===== src/hw/rtl/rlbo_pkg.sv =====
// Shared types and constants for the rectangle list best-overlap / bounding-box block.
package rlbo_pkg;

  localparam int QUEUE_DEPTH = 2;

  typedef enum logic [7:0] {
    REG_TARGET_X      = 8'd0,
    REG_TARGET_Y      = 8'd1,
    REG_TARGET_WIDTH  = 8'd2,
    REG_TARGET_HEIGHT = 8'd3
  } cfg_reg_t;

  typedef struct packed {
    logic [15:0] x;
    logic [15:0] y;
    logic [15:0] w;
    logic [15:0] h;
  } rect_t;

  // One classified rectangle handed from the front pipeline to the accumulator.
  typedef struct packed {
    logic               last;
    logic               hit;
    logic [31:0]        area;
    rect_t              rect;
    logic signed [17:0] right;
    logic signed [17:0] bottom;
  } q_entry_t;

  typedef struct packed {
    logic        found;
    logic [7:0]  index;
    rect_t       rect;
    logic [31:0] overlap;
    logic [15:0] box_x;
    logic [15:0] box_y;
    logic [16:0] box_w;
    logic [16:0] box_h;
  } res_t;

endpackage


===== src/hw/rtl/rlbo_front.sv =====
// Front pipeline: target registers, intersection test, overlap size and area.
module rlbo_front
  import rlbo_pkg::*;
(
  input  logic        clk,
  input  logic        rst_n,
  input  logic        cfg_valid,
  input  logic [7:0]  cfg_index,
  input  logic [15:0] cfg_data,
  input  logic        in_valid,
  output logic        in_ready,
  input  rect_t       in_rect,
  input  logic        in_last,
  output logic        q_valid,
  input  logic        q_ready,
  output q_entry_t    q_data
);

  typedef struct packed {
    logic               last;
    logic               hit;
    logic signed [17:0] lx;
    logic signed [17:0] hx;
    logic signed [17:0] ly;
    logic signed [17:0] hy;
    rect_t              rect;
    logic signed [17:0] right;
    logic signed [17:0] bottom;
  } s1_t;

  typedef struct packed {
    logic               last;
    logic               hit;
    logic [15:0]        ow;
    logic [15:0]        oh;
    rect_t              rect;
    logic signed [17:0] right;
    logic signed [17:0] bottom;
  } s2_t;

  logic [15:0] tx_r, ty_r, tw_r, th_r;

  always_ff @(posedge clk) begin
    if (!rst_n) begin
      tx_r <= '0;
      ty_r <= '0;
      tw_r <= '0;
      th_r <= '0;
    end else if (cfg_valid) begin
      unique case (cfg_index)
        REG_TARGET_X:      tx_r <= cfg_data;
        REG_TARGET_Y:      ty_r <= cfg_data;
        REG_TARGET_WIDTH:  tw_r <= cfg_data;
        REG_TARGET_HEIGHT: th_r <= cfg_data;
        default: ;
      endcase
    end
  end

  // Stage 1: inclusive edges, intersection test, clipped span
  logic signed [17:0] rx, ry, rx2, ry2, tx, ty, tx2, ty2;
  s1_t s1_nxt;

  always_comb begin
    rx  = $signed({{2{in_rect.x[15]}}, in_rect.x});
    ry  = $signed({{2{in_rect.y[15]}}, in_rect.y});
    tx  = $signed({{2{tx_r[15]}}, tx_r});
    ty  = $signed({{2{ty_r[15]}}, ty_r});
    rx2 = rx + $signed({2'b00, in_rect.w}) - 18'sd1;
    ry2 = ry + $signed({2'b00, in_rect.h}) - 18'sd1;
    tx2 = tx + $signed({2'b00, tw_r}) - 18'sd1;
    ty2 = ty + $signed({2'b00, th_r}) - 18'sd1;
    s1_nxt.last   = in_last;
    s1_nxt.hit    = !(rx > tx2 || rx2 < tx || ry > ty2 || ry2 < ty);
    s1_nxt.lx     = (rx > tx) ? rx : tx;
    s1_nxt.ly     = (ry > ty) ? ry : ty;
    s1_nxt.hx     = (rx2 < tx2) ? rx2 : tx2;
    s1_nxt.hy     = (ry2 < ty2) ? ry2 : ty2;
    s1_nxt.rect   = in_rect;
    s1_nxt.right  = rx2;
    s1_nxt.bottom = ry2;
  end

  logic s1_valid_r, s2_valid_r, s3_valid_r;
  s1_t  s1_r;
  s2_t  s2_r, s2_nxt;
  q_entry_t s3_r, s3_nxt;
  logic s1_ready, s2_ready, s3_ready;

  assign s3_ready = !s3_valid_r || q_ready;
  assign s2_ready = !s2_valid_r || s3_ready;
  assign s1_ready = !s1_valid_r || s2_ready;
  assign in_ready = s1_ready;

  // Stage 2: overlap width and height (only meaningful on a hit)
  logic signed [17:0] ow_full, oh_full;

  always_comb begin
    ow_full       = s1_r.hx - s1_r.lx + 18'sd1;
    oh_full       = s1_r.hy - s1_r.ly + 18'sd1;
    s2_nxt.last   = s1_r.last;
    s2_nxt.hit    = s1_r.hit;
    s2_nxt.ow     = ow_full[15:0];
    s2_nxt.oh     = oh_full[15:0];
    s2_nxt.rect   = s1_r.rect;
    s2_nxt.right  = s1_r.right;
    s2_nxt.bottom = s1_r.bottom;
  end

  // Stage 3: area
  always_comb begin
    s3_nxt.last   = s2_r.last;
    s3_nxt.hit    = s2_r.hit;
    s3_nxt.area   = 32'(s2_r.ow) * 32'(s2_r.oh);
    s3_nxt.rect   = s2_r.rect;
    s3_nxt.right  = s2_r.right;
    s3_nxt.bottom = s2_r.bottom;
  end

  always_ff @(posedge clk) begin
    if (!rst_n) begin
      s1_valid_r <= 1'b0;
      s2_valid_r <= 1'b0;
      s3_valid_r <= 1'b0;
    end else begin
      if (s1_ready) s1_valid_r <= in_valid;
      if (s2_ready) s2_valid_r <= s1_valid_r;
      if (s3_ready) s3_valid_r <= s2_valid_r;
    end
  end

  always_ff @(posedge clk) begin
    if (s1_ready && in_valid)   s1_r <= s1_nxt;
    if (s2_ready && s1_valid_r) s2_r <= s2_nxt;
    if (s3_ready && s2_valid_r) s3_r <= s3_nxt;
  end

  assign q_valid = s3_valid_r;
  assign q_data  = s3_r;

endmodule


===== src/hw/rtl/rlbo_queue.sv =====
// Short queue between the front pipeline and the accumulator.
module rlbo_queue
  import rlbo_pkg::*;
(
  input  logic     clk,
  input  logic     rst_n,
  input  logic     wr_valid,
  output logic     wr_ready,
  input  q_entry_t wr_data,
  output logic     rd_valid,
  input  logic     rd_ready,
  output q_entry_t rd_data
);

  localparam int PTR_W = $clog2(QUEUE_DEPTH);
  localparam int CNT_W = $clog2(QUEUE_DEPTH + 1);

  q_entry_t           mem_r [QUEUE_DEPTH];
  logic [PTR_W-1:0]   wr_ptr_r, rd_ptr_r;
  logic [CNT_W-1:0]   cnt_r;
  logic               push, pop;

  assign wr_ready = (cnt_r != CNT_W'(QUEUE_DEPTH));
  assign rd_valid = (cnt_r != '0);
  assign rd_data  = mem_r[rd_ptr_r];
  assign push     = wr_valid && wr_ready;
  assign pop      = rd_valid && rd_ready;

  always_ff @(posedge clk) begin
    if (!rst_n) begin
      wr_ptr_r <= '0;
      rd_ptr_r <= '0;
      cnt_r    <= '0;
    end else begin
      if (push) wr_ptr_r <= (wr_ptr_r == PTR_W'(QUEUE_DEPTH - 1)) ? '0 : wr_ptr_r + 1'b1;
      if (pop)  rd_ptr_r <= (rd_ptr_r == PTR_W'(QUEUE_DEPTH - 1)) ? '0 : rd_ptr_r + 1'b1;
      if (push && !pop)      cnt_r <= cnt_r + 1'b1;
      else if (pop && !push) cnt_r <= cnt_r - 1'b1;
    end
  end

  always_ff @(posedge clk) begin
    if (push) mem_r[wr_ptr_r] <= wr_data;
  end

endmodule


===== src/hw/rtl/rlbo_back.sv =====
// Accumulator: best-overlap selection, bounding box, list position and result register.
module rlbo_back
  import rlbo_pkg::*;
#(
  parameter int MAX_ITEMS = 256
) (
  input  logic     clk,
  input  logic     rst_n,
  input  logic     q_valid,
  output logic     q_ready,
  input  q_entry_t q_data,
  output logic     res_valid,
  input  logic     res_ready,
  output res_t     res_data
);

  localparam int CNT_W = $clog2(MAX_ITEMS);

  logic [CNT_W-1:0]   cnt_r, cnt_nxt;
  logic               best_valid_r, best_valid_nxt;
  logic [31:0]        best_area_r, best_area_nxt;
  logic [CNT_W-1:0]   best_pos_r, best_pos_nxt;
  rect_t              best_rect_r, best_rect_nxt;
  logic signed [15:0] min_left_r, min_left_nxt, min_top_r, min_top_nxt;
  logic signed [17:0] max_right_r, max_right_nxt, max_bottom_r, max_bottom_nxt;
  logic               out_valid_r;
  res_t               out_r, res_nxt;

  logic               pop, take, first;
  logic signed [15:0] rx, ry;
  logic signed [18:0] bw_full, bh_full;
  logic [CNT_W+7:0]   pos_ext;

  // A last word may only retire when the result register is free.
  assign q_ready = !q_data.last || !out_valid_r || res_ready;
  assign pop     = q_valid && q_ready;

  always_comb begin
    rx    = $signed(q_data.rect.x);
    ry    = $signed(q_data.rect.y);
    first = (cnt_r == '0);
    take  = q_data.hit && (!best_valid_r || q_data.area > best_area_r);

    best_valid_nxt = best_valid_r | q_data.hit;
    best_area_nxt  = take ? q_data.area : best_area_r;
    best_pos_nxt   = take ? cnt_r : best_pos_r;
    best_rect_nxt  = take ? q_data.rect : best_rect_r;

    min_left_nxt   = (first || rx < min_left_r) ? rx : min_left_r;
    min_top_nxt    = (first || ry < min_top_r) ? ry : min_top_r;
    max_right_nxt  = (first || q_data.right > max_right_r) ? q_data.right : max_right_r;
    max_bottom_nxt = (first || q_data.bottom > max_bottom_r) ? q_data.bottom : max_bottom_r;

    cnt_nxt = (cnt_r < CNT_W'(MAX_ITEMS - 1)) ? cnt_r + 1'b1 : cnt_r;

    bw_full = {max_right_nxt[17], max_right_nxt}
            - {{3{min_left_nxt[15]}}, min_left_nxt} + 19'sd1;
    bh_full = {max_bottom_nxt[17], max_bottom_nxt}
            - {{3{min_top_nxt[15]}}, min_top_nxt} + 19'sd1;
    pos_ext = {8'b0, best_pos_nxt};

    res_nxt.found   = best_valid_nxt;
    res_nxt.index   = best_valid_nxt ? pos_ext[7:0] : 8'd0;
    res_nxt.rect    = best_valid_nxt ? best_rect_nxt : '0;
    res_nxt.overlap = best_valid_nxt ? best_area_nxt : 32'd0;
    res_nxt.box_x   = min_left_nxt;
    res_nxt.box_y   = min_top_nxt;
    res_nxt.box_w   = bw_full[16:0];
    res_nxt.box_h   = bh_full[16:0];
  end

  always_ff @(posedge clk) begin
    if (!rst_n) begin
      cnt_r        <= '0;
      best_valid_r <= 1'b0;
      best_area_r  <= '0;
      best_pos_r   <= '0;
      best_rect_r  <= '0;
      min_left_r   <= '0;
      min_top_r    <= '0;
      max_right_r  <= '0;
      max_bottom_r <= '0;
      out_valid_r  <= 1'b0;
    end else begin
      if (pop) begin
        if (q_data.last) begin
          cnt_r        <= '0;
          best_valid_r <= 1'b0;
          best_area_r  <= '0;
          best_pos_r   <= '0;
          best_rect_r  <= '0;
          min_left_r   <= '0;
          min_top_r    <= '0;
          max_right_r  <= '0;
          max_bottom_r <= '0;
        end else begin
          cnt_r        <= cnt_nxt;
          best_valid_r <= best_valid_nxt;
          best_area_r  <= best_area_nxt;
          best_pos_r   <= best_pos_nxt;
          best_rect_r  <= best_rect_nxt;
          min_left_r   <= min_left_nxt;
          min_top_r    <= min_top_nxt;
          max_right_r  <= max_right_nxt;
          max_bottom_r <= max_bottom_nxt;
        end
      end
      if (pop && q_data.last) out_valid_r <= 1'b1;
      else if (res_ready)     out_valid_r <= 1'b0;
    end
  end

  always_ff @(posedge clk) begin
    if (pop && q_data.last) out_r <= res_nxt;
  end

  assign res_valid = out_valid_r;
  assign res_data  = out_r;

endmodule


===== src/hw/rtl/rect_list_best_overlap_bbox.sv =====
// Top level: best-overlap rectangle and bounding box over a streamed rectangle list.
// Throughput: one rectangle word per clock unless stalled; a held-off output backs up into the input.
// Path: the last word of a list passes three front stages
// (test, overlap size, 16x16 area multiply), then the queue, and the accumulator registers the result.
// Reset (rst_n, synchronous, active low): target registers and list state cleared,
// pipeline and queue emptied.
module rect_list_best_overlap_bbox
  import rlbo_pkg::*;
#(
  parameter int MAX_ITEMS = 256
) (
  input  logic         clk,
  input  logic         rst_n,
  input  logic         cfg_valid,
  output logic         cfg_ready,
  input  logic [7:0]   cfg_index,
  input  logic [15:0]  cfg_data,
  input  logic         in_tvalid,
  output logic         in_tready,
  input  logic [63:0]  in_tdata,   // rect_x, rect_y, rect_width, rect_height
  input  logic         in_tlast,   // last_item
  output logic         out_tvalid,
  input  logic         out_tready,
  output logic [175:0] out_tdata,  // match_index, match_x, match_y, match_width,
                                   // match_height, match_overlap, box_x, box_y,
                                   // box_width, box_height, zero pad
  output logic         out_tuser   // match_found
);

  rect_t    in_rect;
  logic     q_in_valid, q_in_ready, q_out_valid, q_out_ready;
  q_entry_t q_in_data, q_out_data;
  res_t     res;

  assign cfg_ready = 1'b1;

  assign in_rect.x = in_tdata[15:0];
  assign in_rect.y = in_tdata[31:16];
  assign in_rect.w = in_tdata[47:32];
  assign in_rect.h = in_tdata[63:48];

  rlbo_front u_front (
    .clk       (clk),
    .rst_n     (rst_n),
    .cfg_valid (cfg_valid),
    .cfg_index (cfg_index),
    .cfg_data  (cfg_data),
    .in_valid  (in_tvalid),
    .in_ready  (in_tready),
    .in_rect   (in_rect),
    .in_last   (in_tlast),
    .q_valid   (q_in_valid),
    .q_ready   (q_in_ready),
    .q_data    (q_in_data)
  );

  rlbo_queue u_queue (
    .clk      (clk),
    .rst_n    (rst_n),
    .wr_valid (q_in_valid),
    .wr_ready (q_in_ready),
    .wr_data  (q_in_data),
    .rd_valid (q_out_valid),
    .rd_ready (q_out_ready),
    .rd_data  (q_out_data)
  );

  rlbo_back #(
    .MAX_ITEMS (MAX_ITEMS)
  ) u_back (
    .clk       (clk),
    .rst_n     (rst_n),
    .q_valid   (q_out_valid),
    .q_ready   (q_out_ready),
    .q_data    (q_out_data),
    .res_valid (out_tvalid),
    .res_ready (out_tready),
    .res_data  (res)
  );

  assign out_tuser = res.found;
  assign out_tdata = {6'b0, res.box_h, res.box_w, res.box_y, res.box_x, res.overlap,
                      res.rect.h, res.rect.w, res.rect.y, res.rect.x, res.index};

endmodule


===== config.mk =====
export PLATFORM = sky130hd
export DESIGN_NAME = rect_list_best_overlap_bbox
export DESIGN_NICKNAME = d
export VERILOG_FILES = /design/src/hw/rtl/rlbo_pkg.sv /design/src/hw/rtl/rlbo_front.sv /design/src/hw/rtl/rlbo_queue.sv /design/src/hw/rtl/rlbo_back.sv /design/src/hw/rtl/rect_list_best_overlap_bbox.sv
export SDC_FILE = /design/constraint.sdc
export NUM_CORES = 2
export LEC_CHECK = 0
export BUFFER_PORTS_ARGS = -buffer_cell sky130_fd_sc_hd__buf_2
export CORE_ASPECT_RATIO = 1.25
export CORE_MARGIN = 5
export CORE_UTILIZATION = 57
export CTS_BUF_LIST = sky130_fd_sc_hd__clkbuf_16
export CTS_CLUSTER_SIZE = 8
export DETAILED_ROUTE_END_ITERATION = 8
export GPL_ROUTABILITY_DRIVEN = 0
export PLACE_DENSITY = 0.78
export SETUP_SLACK_MARGIN = 0.5
export SYNTH_ARGS = -nofsm -noshare
export SYNTH_HDL_FRONTEND = slang
export SYNTH_SLANG_ARGS = --single-unit

===== constraint.sdc =====
create_clock -name clk -period 11.4 [get_ports clk]
set_clock_uncertainty 0.05 [all_clocks]
set_input_delay 0.57 -clock clk [delete_from_list [all_inputs] [get_ports clk]]
set_output_delay 0.57 -clock clk [all_outputs]
set_load 0.1 [all_outputs]

==> impl_metrics.yaml <==
clocking:
  cts_tree: "done"
  htree_levels: 4
  cts_resized: 0
  cts.sinks: 1127
  clkTransAtPathRegs_ps: 50
  clkLatencyLatePin_ps: 760
  numCtsBuffers: 159
  cts_buffer_depth: 3
  cts_root_buffer: "clkbuf_16"
grt:
  grt_max_degree: 173
  overflow: 0
  grt_antenna_before_repair: 3
  grt_util_met3: 0.04477
  grt_pass1_wl_um: 216500
  gr-usage-met1: 0.3176
  grt_busiest_layer: "met2"
  first_global_vias: 39609
  grtUsageTotal: 0.2423
  global_route.usage.met2: 0.3989
setup_path:
  cp-end-kind: "flop"
  crit_required_ps: 11830
  start_kind: "flop"
  path_class: "flop to flop"
  cp.arrival_ps: 7460
  reg2regPathDepth: 21
  reg2reg_to: "u_back.res_data[33]"
  rrSetupSlack_ps: 4370
  cp_max_fo: 46
worst_hold_path:
  min_path_cells: 3
  holdCritPathClass: "input port to flop"
  hold_path_end: "u_front.s1_valid_r"
  hold_start: "in_tvalid"
sta:
  tns_ps: 0
  tightest_slew_ps: 1154
  finalSetupViolCount: 0
  maxSlewHeadroom: 0.2284
  final_max_slew_viol_count: 0
  fin_crit_ps: 7028
  rsz0062_at_grt: "false"
  period_share: 0.6165
  fmax_mhz: 142.3
  hold_viol_final: 0
yosys:
  synth_top_family_by_area: "adder cells"
  synth-main-ff-cell: "edfxtp_1"
  synth_adder_area_share: 0.1879
  synth_cell_types: 83
  ys_ff_latch: 1127
  synth_edf_count: 873
  synthDominantCellAreaShare: 0.4285
  mappedNetlistArea_um2: 61180
  avgSynthCellArea_um2: 11.91
  synth_compound_area_frac: 0.08573
  synthXorXnorAreaFrac: 0.02119
  yosysWarnings: 0
  syn_inst: 5135
  synth-simple-area-share: 0.08420
  yosysTopAreaCell: "edfxtp_1"
  yosys-top-cells-area: "edfxtp_1 (43%), ha_1 (12%), dfxtp_1 (8.3%), fa_1 (6.7%), inv_1 (4.7%)"
  synth-async-reset-ratio: 0
  ys_seq_area_frac: 0.5116
  synth.area.mux_share: 0.05109
placement:
  numPortBuffers: 266
  dpl.hpwl_um: 101200
  dpl_cell_area_um2: 63970
detailed_routing:
  dr.pass1.iters: 7
  drtAntennaViolNets: 0
  viasPerCell: 5.593
  dr.first_iter.drc_count: 2789
  avgRoutedWirePerCell_um: 19.77
  vias: 39280
  drc: 0
  wl_um: 138900
die:
  io_pins: 274
  core_area_um2: 106600
  die_h_um: 376.3
  die_x_um: 303.0
  num_rows: 134
  dieArea_um2: 114000
  start_util: 0.5737
status:
  status: "finished clean"
finish:
  fill_cells: 7840
  num-nets-final: 6355
  final_cell_area_um2: 68970
  drive_above_1_share: 0.1091
  area_growth_syn_to_layout_pct: 12.73
  final_core_util: 0.6468
flow_run:
  drv_cap: 0
Yosys cell counts (all sizes together), types with 135 or more instances:
master  instances
mux2i         205
edfxtp        873
nor2          185
nand2         367
fa            206
o21ai         206
and2          135
ha            589
nor2b         163
a21oi         162
dfxtp         254
inv           761
per-stage QoR:
| step | setup slack, ps | std cells | hold WS, ps |
|---|---|---|---|
| after floorplan | 1813 | 5140 | 350.3 |
| after CTS | 4423 | 7021 | 2.170 |
| final | 4372 | 7023 | 67.00 |
| after global placement | 4510 | 6704 | 350.3 |
| after detailed placement | 4475 | 6704 | 354.5 |
| after global routing | 3900 | 7021 | 34.48 |
metal layers:
layer	vias to the layer above	wire (um)
li1	18524	-
met4	2	6207
met1	19121	57670
met3	303	8816
met2	1330	66140
met5	-	13
final cells by class:
cell class | count | area, um^2 | area share
sequential | 1127 | 31300 | 0.4539
multi-input combinational | 3092 | 26440 | 0.3833
clock buffer | 161 | 4029 | 0.05841
inverter | 761 | 2856 | 0.04142
timing repair buffer | 325 | 1874 | 0.02718
tap | 1428 | 1787 | 0.02591
clock inverter | 127 | 678.2 | 0.009832
antenna | 2 | 5.005 | 0.00007256
registers in the layout, summed over array words and instances, names as in the netlist, 2 cells and up, named ones only:
signal	cells
u_back.min_top_r	16
u_back.best_area_r	32
u_queue.mem_r	268
u_front.tx_r	16
u_back.min_left_r	16
u_back.cnt_r	8
u_front.s2_r	134
u_front.ty_r	16
u_front.s1_r	166
u_front.q_data	134
u_queue.cnt_r	2
u_back.max_bottom_r	18
u_back.best_pos_r	8
u_front.tw_r	16
u_back.res_data	171
u_back.best_rect_r	64
u_front.th_r	16
u_back.max_right_r	18
worst max-delay path, cell delays in order, from the launching register on:
cell and delay (ps):
dfxtp_4 760, buf_4 600, mux2_2 430, ha_1 310, a211o_1 260, a21oi_1 150
o31ai_1 100, o211ai_1 190, o211ai_1 130, a21oi_2 570, mux2_2 430, ha_1 300
ha_1 300, a211oi_1 250, o21ai_0 160, a31o_2 280, a41o_1 250, o41ai_1 470
nor2_1 110, a211oi_1 320, o21ai_0 170, xor2_1 160
layout by cell type, fill, tap and decap left out, types with 19 or more instances in the layout:
cell type / instances
inv_1: 874
edfxtp_1: 873
ha_1: 589
nand2_1: 367
buf_2: 265
dfxtp_1: 253
fa_1: 206
mux2i_1: 205
o21ai_0: 202
nor2_1: 181
nor2b_1: 162
clkbuf_16: 161
a21oi_1: 160
and2_1: 133
xnor2_1: 109
mux2_2: 94
a211oi_1: 86
a21o_1: 84
a22oi_1: 63
nand4_1: 42
xor2_1: 39
a22o_1: 36
nand3_1: 32
nor3_1: 32
dlygate4sd3_1: 29
buf_4: 29
o21a_1: 25
nand2b_1: 21
or3_1: 19
how the worst max path moves through the flow:
stage | from | endpoint | slack (ps) | cells past startpoint
2_1_floorplan | u_back.res_valid | u_back.res_data[0] | 1810 | 6
3_3_place_gp | flop | u_back.res_data[33] | 4510 | 21
3_5_place_dp | flop | u_back.res_data[33] | 4480 | 21
4_1_cts | flop | u_back.res_data[33] | 4420 | 21
5_1_grt | flop | u_back.res_data[33] | 3900 | 21
6_report | flop | u_back.res_data[33] | 4370 | 21
repair_timing:
item / CTS / global route
hold endpoints to repair: 29 / 0
buffers inserted: 0 / 0
hold buffers: 29 / 0
kinds of logic (layout without fill, tap and decap cells):
| kind of cell | after synthesis | in the layout |
|---|---|---|
| flip-flops | 1127 | 1127 |
| multiplexers | 300 | 300 |
| XOR/XNOR | 148 | 148 |
| other | 2 | 9 |
| AO/OA/AOI/OAI | 794 | 794 |
| buffers and inverters | 921 | 1374 |
| AND/OR/NAND/NOR | 1048 | 1048 |
| adder cells (fa/ha/maj) | 795 | 795 |
Power is left out: the tool's default activity adds up to more than one toggle a clock period on the data nets, which glitch-free logic cannot reach.
